--- src/rtl/core/spwm_pkg.sv ---
// Shared types and constants for the servo pulse block with nibble command link.
// No dependencies; used by the top level and its port checker.
package spwm_pkg;

    localparam int CNT_W   = 16;
    localparam int ANGLE_W = 8;
    localparam int NIB_W   = 4;
    localparam int PWM_W   = 3;
    localparam int CLAW_W  = 2;
    localparam int DB_W    = 7;
    localparam int STEP_W  = 7;
    localparam int DIV_W   = 4;
    localparam int REG_IDX_W = 3;
    localparam int PHASE_W = 2;

    // register indexes on the configuration port
    localparam logic [REG_IDX_W-1:0] REG_PERIOD_TOP    = 3'd0;
    localparam logic [REG_IDX_W-1:0] REG_PULSE_OFFSET  = 3'd1;
    localparam logic [REG_IDX_W-1:0] REG_PULSE_LIMIT   = 3'd2;
    localparam logic [REG_IDX_W-1:0] REG_DEADBAND      = 3'd3;
    localparam logic [REG_IDX_W-1:0] REG_SLEW_STEP     = 3'd4;
    localparam logic [REG_IDX_W-1:0] REG_SLEW_INTERVAL = 3'd5;
    localparam logic [REG_IDX_W-1:0] REG_QUIET_LOW     = 3'd6;
    localparam logic [REG_IDX_W-1:0] REG_QUIET_HIGH    = 3'd7;

    // register reset values
    localparam logic [CNT_W-1:0]  RST_PERIOD_TOP    = 16'd19999;
    localparam logic [CNT_W-1:0]  RST_PULSE_OFFSET  = 16'd400;
    localparam logic [CNT_W-1:0]  RST_PULSE_LIMIT   = 16'd2200;
    localparam logic [DB_W-1:0]   RST_DEADBAND      = 7'd7;
    localparam logic [STEP_W-1:0] RST_SLEW_STEP     = 7'd10;
    localparam logic [DIV_W-1:0]  RST_SLEW_INTERVAL = 4'd10;
    localparam logic [CNT_W-1:0]  RST_QUIET_LOW     = 16'd300;
    localparam logic [CNT_W-1:0]  RST_QUIET_HIGH    = 16'd2300;

    localparam logic [ANGLE_W-1:0] ANGLE_CENTER = 8'd90;
    localparam logic [ANGLE_W-1:0] ANGLE_ZERO   = 8'd0;
    localparam logic [ANGLE_W-1:0] TARGET_MAX   = 8'd180;
    localparam int                 PULSE_SCALE  = 10;

    localparam logic [NIB_W-1:0] NIB_STROBE  = 4'b1100;
    localparam logic [NIB_W-1:0] NIB_LOW     = 4'b0011;
    localparam logic [NIB_W-1:0] CAPTURE_RST = 4'b1111;

    // link phases
    localparam logic [PHASE_W-1:0] PH_YAW    = 2'd0;
    localparam logic [PHASE_W-1:0] PH_ROLL   = 2'd1;
    localparam logic [PHASE_W-1:0] PH_CLAW   = 2'd2;
    localparam logic [PHASE_W-1:0] PH_UNUSED = 2'd3;

    // claw events
    localparam logic [CLAW_W-1:0] CLAW_NONE  = 2'd0;
    localparam logic [CLAW_W-1:0] CLAW_OPEN  = 2'd1;
    localparam logic [CLAW_W-1:0] CLAW_CLOSE = 2'd2;
    localparam logic [CLAW_W-1:0] CLAW_EMPTY = 2'd3;

    typedef struct packed {
        logic [PWM_W-1:0]  pwm_levels;
        logic [CLAW_W-1:0] claw_event;
        logic              frame_error;
    } res_t;

endpackage

--- src/rtl/core/servo_pwm_with_nibble_command_link_top.sv ---
// Results are registered in out_reg, or in skid_reg while out_reg's beat is stalled.
// Throughput: one tick per cycle while in_stall is low; a one-beat skid register
// keeps input open while a result waits, so in_stall rises only when both output
// and skid hold a beat. Reset (rst_n low, asynchronous) restores all registers but
// out_reg and skid_reg, angles {0,90,...}, targets 90, link phase idle and capture
// all ones. No clearing pass. Depends on spwm_pkg.
module servo_pwm_with_nibble_command_link_top #(
    parameter int SERVO_COUNT = 3
) (
    input  logic                              clk,
    input  logic                              rst_n,
    input  logic                              in_valid,
    output logic                              in_stall,
    input  logic [spwm_pkg::NIB_W-1:0]        port_nibble,
    output logic                              out_valid,
    input  logic                              out_stall,
    output logic [spwm_pkg::PWM_W-1:0]        pwm_levels,
    output logic [spwm_pkg::CLAW_W-1:0]       claw_event,
    output logic                              frame_error,
    input  logic                              cfg_valid,
    output logic                              cfg_ready,
    input  logic [spwm_pkg::REG_IDX_W-1:0]    cfg_index,
    input  logic [spwm_pkg::CNT_W-1:0]        cfg_data
);
    import spwm_pkg::*;

    localparam int LANE_W = (SERVO_COUNT > PWM_W) ? SERVO_COUNT : PWM_W;
    localparam int WIDE_W = CNT_W + 1;
    localparam int SL_W   = ANGLE_W + 3;

    // configuration
    logic [CNT_W-1:0]  period_top_reg, pulse_offset_reg, pulse_limit_reg;
    logic [CNT_W-1:0]  quiet_low_reg, quiet_high_reg;
    logic [DB_W-1:0]   deadband_reg;
    logic [STEP_W-1:0] slew_step_reg;
    logic [DIV_W-1:0]  slew_interval_reg;

    // block state
    logic [CNT_W-1:0]       count_reg, count_next;
    logic [DIV_W-1:0]       div_reg, div_next;
    logic [ANGLE_W-1:0]     angle_reg [SERVO_COUNT];
    logic [ANGLE_W-1:0]     angle_next [SERVO_COUNT];
    logic [ANGLE_W-1:0]     target_reg [SERVO_COUNT];
    logic [ANGLE_W-1:0]     target_next [SERVO_COUNT];
    logic [PHASE_W-1:0]     phase_reg, phase_next;
    logic [NIB_W-1:0]       capture_reg, capture_next;
    logic [SERVO_COUNT-1:0] pin_reg, pin_next;

    // output queue
    res_t out_reg, skid_reg, res_next;
    logic out_valid_reg, skid_valid_reg;

    logic              accept, take;
    logic              strobe, in_window, period_end, do_slew;
    logic [DIV_W-1:0]  div_inc;
    logic [LANE_W-1:0] nudge_up, nudge_dn, pin_pad;
    logic              err;
    logic [CLAW_W-1:0] claw;

    function automatic logic [ANGLE_W-1:0] slew_one(
        input logic [ANGLE_W-1:0] a,
        input logic [ANGLE_W-1:0] t,
        input logic [DB_W-1:0]    db,
        input logic [STEP_W-1:0]  st
    );
        logic signed [SL_W-1:0] a_s, t_lo, t_hi, st_s, a1, a2;
        logic [ANGLE_W-1:0]     r;
        a_s  = signed'(SL_W'(a));
        st_s = signed'(SL_W'(st));
        t_lo = signed'(SL_W'(t)) - signed'(SL_W'(db));
        t_hi = signed'(SL_W'(t)) + signed'(SL_W'(db));
        a1 = (a_s < t_lo) ? a_s + st_s : a_s;
        a2 = (a1 > t_hi) ? a1 - st_s : a1;
        if (a2 < 0)
        begin
            r = '0;
        end
        else if (a2 > signed'(SL_W'({ANGLE_W{1'b1}})))
        begin
            r = '1;
        end
        else
        begin
            r = a2[ANGLE_W-1:0];
        end
        return r;
    endfunction

    function automatic logic [ANGLE_W-1:0] nudge(
        input logic [ANGLE_W-1:0] t,
        input logic               up,
        input logic               dn
    );
        logic [ANGLE_W-1:0] r;
        r = t;
        if (up)
        begin
            r = (t >= TARGET_MAX) ? TARGET_MAX : t + 1'b1;
        end
        else if (dn)
        begin
            r = (t == ANGLE_ZERO) ? ANGLE_ZERO : t - 1'b1;
        end
        return r;
    endfunction

    assign take      = out_valid_reg && !out_stall;
    assign accept    = in_valid && !in_stall;
    assign in_stall  = skid_valid_reg;
    assign cfg_ready = 1'b1;

    assign strobe     = (port_nibble & NIB_STROBE) == NIB_STROBE;
    assign in_window  = (count_reg >= quiet_low_reg) && (count_reg <= quiet_high_reg);
    assign period_end = count_reg >= period_top_reg;
    assign div_inc    = div_reg + 1'b1;
    assign do_slew    = period_end && (div_inc >= slew_interval_reg);

    // command link decode, only outside the active window
    always_comb
    begin
        phase_next   = phase_reg;
        capture_next = capture_reg;
        err          = 1'b0;
        claw         = CLAW_NONE;
        nudge_up     = '0;
        nudge_dn     = '0;
        if (!in_window)
        begin
            case (phase_reg)
                PH_YAW:
                begin
                    if (strobe)
                    begin
                        if ((port_nibble & NIB_LOW) == NIB_LOW)
                        begin
                            err = 1'b1;
                        end
                        else
                        begin
                            phase_next  = PH_ROLL;
                            nudge_up[0] = port_nibble[1];
                            nudge_dn[0] = !port_nibble[1] && port_nibble[0];
                        end
                    end
                end
                PH_ROLL:
                begin
                    if (!strobe)
                    begin
                        if ((port_nibble & NIB_LOW) == NIB_LOW)
                        begin
                            err          = 1'b1;
                            capture_next = CAPTURE_RST;
                            phase_next   = PH_YAW;
                        end
                        else
                        begin
                            capture_next = port_nibble;
                            phase_next   = PH_CLAW;
                            nudge_up[1]  = port_nibble[3];
                            nudge_dn[1]  = !port_nibble[3] && port_nibble[2];
                            nudge_up[2]  = port_nibble[1];
                            nudge_dn[2]  = !port_nibble[1] && port_nibble[0];
                        end
                    end
                end
                PH_CLAW:
                begin
                    if (strobe || ((port_nibble & NIB_LOW) != NIB_LOW))
                    begin
                        err        = 1'b1;
                        phase_next = PH_YAW;
                    end
                    else if (port_nibble != capture_reg)
                    begin
                        capture_next = CAPTURE_RST;
                        phase_next   = PH_YAW;
                        if (port_nibble[3])
                        begin
                            claw = CLAW_OPEN;
                        end
                        else if (port_nibble[2])
                        begin
                            claw = CLAW_CLOSE;
                        end
                        else
                        begin
                            claw = CLAW_EMPTY;
                        end
                    end
                end
                default:
                begin
                    phase_next = PH_YAW;
                end
            endcase
        end
    end

    // pins, targets, slew and period counter
    always_comb
    begin
        logic [WIDE_W-1:0] w_raw;
        logic [CNT_W-1:0]  w_clip;
        pin_next = (count_reg == '0) ? '1 : pin_reg;
        for (int i = 0; i < SERVO_COUNT; i++)
        begin
            w_raw  = WIDE_W'(pulse_offset_reg) + WIDE_W'(angle_reg[i]) * WIDE_W'(PULSE_SCALE);
            w_clip = (w_raw > WIDE_W'(pulse_limit_reg)) ? pulse_limit_reg : w_raw[CNT_W-1:0];
            if (in_window && (count_reg >= w_clip))
            begin
                pin_next[i] = 1'b0;
            end
            target_next[i] = nudge(target_reg[i], nudge_up[i], nudge_dn[i]);
            angle_next[i]  = do_slew ?
                slew_one(angle_reg[i], target_next[i], deadband_reg, slew_step_reg) :
                angle_reg[i];
        end
        if (period_end)
        begin
            count_next = '0;
            div_next   = do_slew ? '0 : div_inc;
        end
        else
        begin
            count_next = count_reg + 1'b1;
            div_next   = div_reg;
        end
    end

    assign pin_pad              = LANE_W'(pin_next);
    assign res_next.pwm_levels  = pin_pad[PWM_W-1:0];
    assign res_next.claw_event  = claw;
    assign res_next.frame_error = err;

    always_ff @(posedge clk or negedge rst_n)
    begin
        if (!rst_n)
        begin
            period_top_reg    <= RST_PERIOD_TOP;
            pulse_offset_reg  <= RST_PULSE_OFFSET;
            pulse_limit_reg   <= RST_PULSE_LIMIT;
            deadband_reg      <= RST_DEADBAND;
            slew_step_reg     <= RST_SLEW_STEP;
            slew_interval_reg <= RST_SLEW_INTERVAL;
            quiet_low_reg     <= RST_QUIET_LOW;
            quiet_high_reg    <= RST_QUIET_HIGH;
        end
        else if (cfg_valid && cfg_ready)
        begin
            case (cfg_index)
                REG_PERIOD_TOP:    period_top_reg    <= cfg_data;
                REG_PULSE_OFFSET:  pulse_offset_reg  <= cfg_data;
                REG_PULSE_LIMIT:   pulse_limit_reg   <= cfg_data;
                REG_DEADBAND:      deadband_reg      <= cfg_data[DB_W-1:0];
                REG_SLEW_STEP:     slew_step_reg     <= cfg_data[STEP_W-1:0];
                REG_SLEW_INTERVAL: slew_interval_reg <= cfg_data[DIV_W-1:0];
                REG_QUIET_LOW:     quiet_low_reg     <= cfg_data;
                REG_QUIET_HIGH:    quiet_high_reg    <= cfg_data;
                default:           ;
            endcase
        end
    end

    always_ff @(posedge clk or negedge rst_n)
    begin
        if (!rst_n)
        begin
            count_reg   <= '0;
            div_reg     <= '0;
            phase_reg   <= PH_YAW;
            capture_reg <= CAPTURE_RST;
            pin_reg     <= '0;
            for (int i = 0; i < SERVO_COUNT; i++)
            begin
                angle_reg[i]  <= (i == 0) ? ANGLE_ZERO : ANGLE_CENTER;
                target_reg[i] <= ANGLE_CENTER;
            end
        end
        else if (accept)
        begin
            count_reg   <= count_next;
            div_reg     <= div_next;
            phase_reg   <= phase_next;
            capture_reg <= capture_next;
            pin_reg     <= pin_next;
            for (int i = 0; i < SERVO_COUNT; i++)
            begin
                angle_reg[i]  <= angle_next[i];
                target_reg[i] <= target_next[i];
            end
        end
    end

    // output register with one skid beat behind it
    always_ff @(posedge clk or negedge rst_n)
    begin
        if (!rst_n)
        begin
            out_valid_reg  <= 1'b0;
            skid_valid_reg <= 1'b0;
        end
        else if (skid_valid_reg)
        begin
            if (take)
            begin
                skid_valid_reg <= 1'b0;
            end
        end
        else if (accept)
        begin
            if (out_valid_reg && !take)
            begin
                skid_valid_reg <= 1'b1;
            end
            else
            begin
                out_valid_reg <= 1'b1;
            end
        end
        else if (take)
        begin
            out_valid_reg <= 1'b0;
        end
    end

    always_ff @(posedge clk)
    begin
        if (skid_valid_reg)
        begin
            if (take)
            begin
                out_reg <= skid_reg;
            end
        end
        else if (accept)
        begin
            if (out_valid_reg && !take)
            begin
                skid_reg <= res_next;
            end
            else
            begin
                out_reg <= res_next;
            end
        end
    end

    assign out_valid   = out_valid_reg;
    assign pwm_levels  = out_reg.pwm_levels;
    assign claw_event  = out_reg.claw_event;
    assign frame_error = out_reg.frame_error;

endmodule

--- config.mk ---
export PLATFORM = sky130hd
export DESIGN_NAME = servo_pwm_with_nibble_command_link_top
export DESIGN_NICKNAME = d
export VERILOG_FILES = /design/src/rtl/core/spwm_pkg.sv /design/src/rtl/core/servo_pwm_with_nibble_command_link_top.sv
export SDC_FILE = /design/constraint.sdc
export NUM_CORES = 1
export LEC_CHECK = 0
export ABC_AREA = 1
export CAP_MARGIN = 20
export CORE_MARGIN = 2
export CORE_UTILIZATION = 49
export CTS_CLUSTER_SIZE = 24
export DETAILED_ROUTE_END_ITERATION = 10
export DONT_BUFFER_PORTS = 1
export GPL_TIMING_DRIVEN = 0
export HOLD_SLACK_MARGIN = 0.02
export PLACE_DENSITY_LB_ADDON = 0.3
export SETUP_SLACK_MARGIN = 0.3
export SLEW_MARGIN = 20
export SYNTH_ARGS = -nofsm -noshare
export SYNTH_HDL_FRONTEND = slang
export SYNTH_SLANG_ARGS = --single-unit
--- constraint.sdc ---
create_clock -name clk -period 8.3 [get_ports clk]
set_input_delay 0.83 -clock clk [delete_from_list [all_inputs] [get_ports clk]]
set_output_delay 0.83 -clock clk [all_outputs]
set_load 0.01 [all_outputs]
==> flow_summary.toml <==
[outcome]
status = "completed"

[floorplanning]
pin_count = 37
fp.coreArea_mm2 = 0.0419
die_w_um = 210
initial_core_util_pct = 49.5
core.rowCount = 75
die_y_um = 210
dieArea_mm2 = 0.0440

[sta]
setup_viol = 0
rsz0062_at_grt = "no"
clock_skew_ns = 0.0142
slew_headroom_pct = 57.3
period_minus_slack_ns = 7.44
max_freq_mhz = 134
finalHoldViolations = 0
slew_violations = 0
fin_setup_tns_ns = 0
timing.final.crit_share_pct = 89.7
worstMarginPinSlew_ns = 0.640

[worst_setup_path]
crit_required_ns = 8.66
worst-path-max-fanout = 10
arrival_ns = 7.80
worstSetupStartpointType = "flip-flop"
critical-path-max-stage-delay_ns = 0.53
crit_slowest_cell = "dfrtp_1"
critical_path_class = "reg2reg"
crit_top_cell = "nand2_1"
cp-end-kind = "flip-flop"

[synth]
synth_top_area_share_pct = 21.5
synth_area_leaders = "ha_1 21%, dfrtp_1 14%, nand2_1 12%"
yosysMostFrequentCell = "nand2_1"
synth_edf_count = 12
synth_cell_types = 63
syn-num-nets = 3259
synthTopCellsByCount = "668 x nand2_1, 434 x inv_1, 356 x ha_1"
synth_flop_cell = "dfrtp_1"
syn_area_per_cell_um2 = 7.25
async_flop_share_pct = 93.7
synth-seq-area-share_pct = 23.5
synth_cells = 2857
syn_area_mm2 = 0.0207
synth_top_cell_by_area = "ha_1"
ys_warn_count = 0
synth-seq-cells = 189

[cells_and_area]
drive_gt1_share_pct = 7.68
layout.nets = 3279
fin_util_pct = 52.7
syn_to_final_growth_pct = 6.39
num_antenna_cells = 0
fin_area_mm2 = 0.0220
final_cells = 3429

[global_route]
globalRouteOverflowTotal = 0
grt_pass1_wl_um = 94200
antenna_found_initial = 0
grt_pass1_vias = 18200
grt_max_degree = 178
gr-usage-all-layers_pct = 27.0

[drt]
dr.pass1.iters = 6
drtIter0Drc = 1746
viasPerCell = 5.61
ant_nets = 0
num_vias = 19200
drc = 0
routed_wl_um = 58900
wl_per_cell_um = 17.2

[placement]
io_buffers = 0
dpl_cell_area_mm2 = 0.0214
gp_congestion = 0.970
dp.cells = 3396
dp_hpwl_um = 47300

[clock_tree]
clk-insertion-delay-late_ns = 0.48
cts_tree = "done"
root_buffer = "clkbuf_16"
numCtsBuffers = 17
clockBufferDepth = 2
cts.sinks = 189
clk_pin_slew_ns = 0.08
cts_htree_levels = 4

[min_path]
hold_path_class = "in2async"

[run]
cap_violations = 0
## kinds of logic (layout without fill, tap and decap cells)
family	count (synthesis)	count (layout)	share of synthesized area, %
xor+xnor	133	133	5.62
fa+ha+maj	374	374	23.2
flops	189	189	23.5
compound gates	591	591	15.6
other cells	1	1	0.0181
buf+inv	493	526	9.26
simple gates	1076	1076	22.8
## critical path: cells and delay by family (launching register included)
kind,cells,cell delay (ns)
simple gates,28,2.50
xor+xnor,1,0.33
flops,1,0.53
fa+ha+maj,6,1.83
compound gates,10,1.38
buf+inv,8,0.70
## stage by stage
stage | setup slack, ns | hold slack [ns]
floorplan | 2.05 | 0.449
global placement | 0.877 | 0.465
detailed placement | 0.716 | 0.470
CTS | 0.644 | 0.0250
global route | 0.274 | 0.0231
finish | 0.856 | 0.0486
## worst paths after layout
check / startpoint / to / slack (ns) / depth (start not counted)
max: count_reg[2] / angle_reg[16] / 0.86 / 53
min: rst_n / quiet_high_reg[15] / 0.05 / 0
max reg2reg: count_reg[2] / angle_reg[16] / 0.86 / 53
min reg2reg: pin_reg[1] / pin_reg[1] / 0.49 / 2
max in group asynchronous: rst_n / pulse_limit_reg[11] / 7.89 / 0
min in group clk: cfg_data[3] / quiet_high_reg[3] / 0.47 / 2
## placed cells by master (no fill, tap or decap), types with 11 or more instances in the layout
| cell | Yosys | routed |
|---|---|---|
| a21oi_1 | 200 | 198 |
| clkbuf_1 | 27 | 27 |
| clkbuf_16 | 0 | 17 |
| dfrtp_1 | 119 | 110 |
| dfstp_2 | 58 | 58 |
| edfxtp_1 | 12 | 12 |
| fa_1 | 18 | 18 |
| ha_1 | 356 | 356 |
| inv_1 | 434 | 432 |
| inv_2 | 10 | 11 |
| nand2_1 | 668 | 666 |
| nand2_2 | 26 | 28 |
| nand3_1 | 113 | 113 |
| nand4_1 | 34 | 34 |
| nor2_1 | 125 | 125 |
| nor3_1 | 40 | 38 |
| nor4_1 | 12 | 12 |
| o21ai_0 | 245 | 241 |
| o21ai_1 | 49 | 53 |
| o21bai_1 | 22 | 22 |
| xnor2_1 | 28 | 28 |
| xor2_1 | 105 | 105 |
## repair_timing
action / CTS / global route
setup endpoints to repair: 0 / 25
hold buffers: 0 / 0
gates resized for setup: 0 / 23
setup buffers: 0 / 1
## cell type report
type | count | area (um2)
plain buffers | 49 | 253
clock buffers | 17 | 425
clock inverters | 15 | 166
fillers | 4008 | 19800
inverters | 444 | 1670
multi-input cells | 2175 | 14000
flip-flops and latches | 189 | 4870
well taps | 539 | 674
repair buffers | 1 | 7.51
## layer usage
metal  track usage (%)  up-vias  wire length, um
met2              44.6      555            27000
met4              7.85        0             1480
met1              37.0     9094            27100
li1                  -     9482                -
met5                 0        -                0
met3              3.58       97             3340
Power is not shown: default switching activity piles up to over one toggle a cycle in this logic, so the estimate is an artifact.
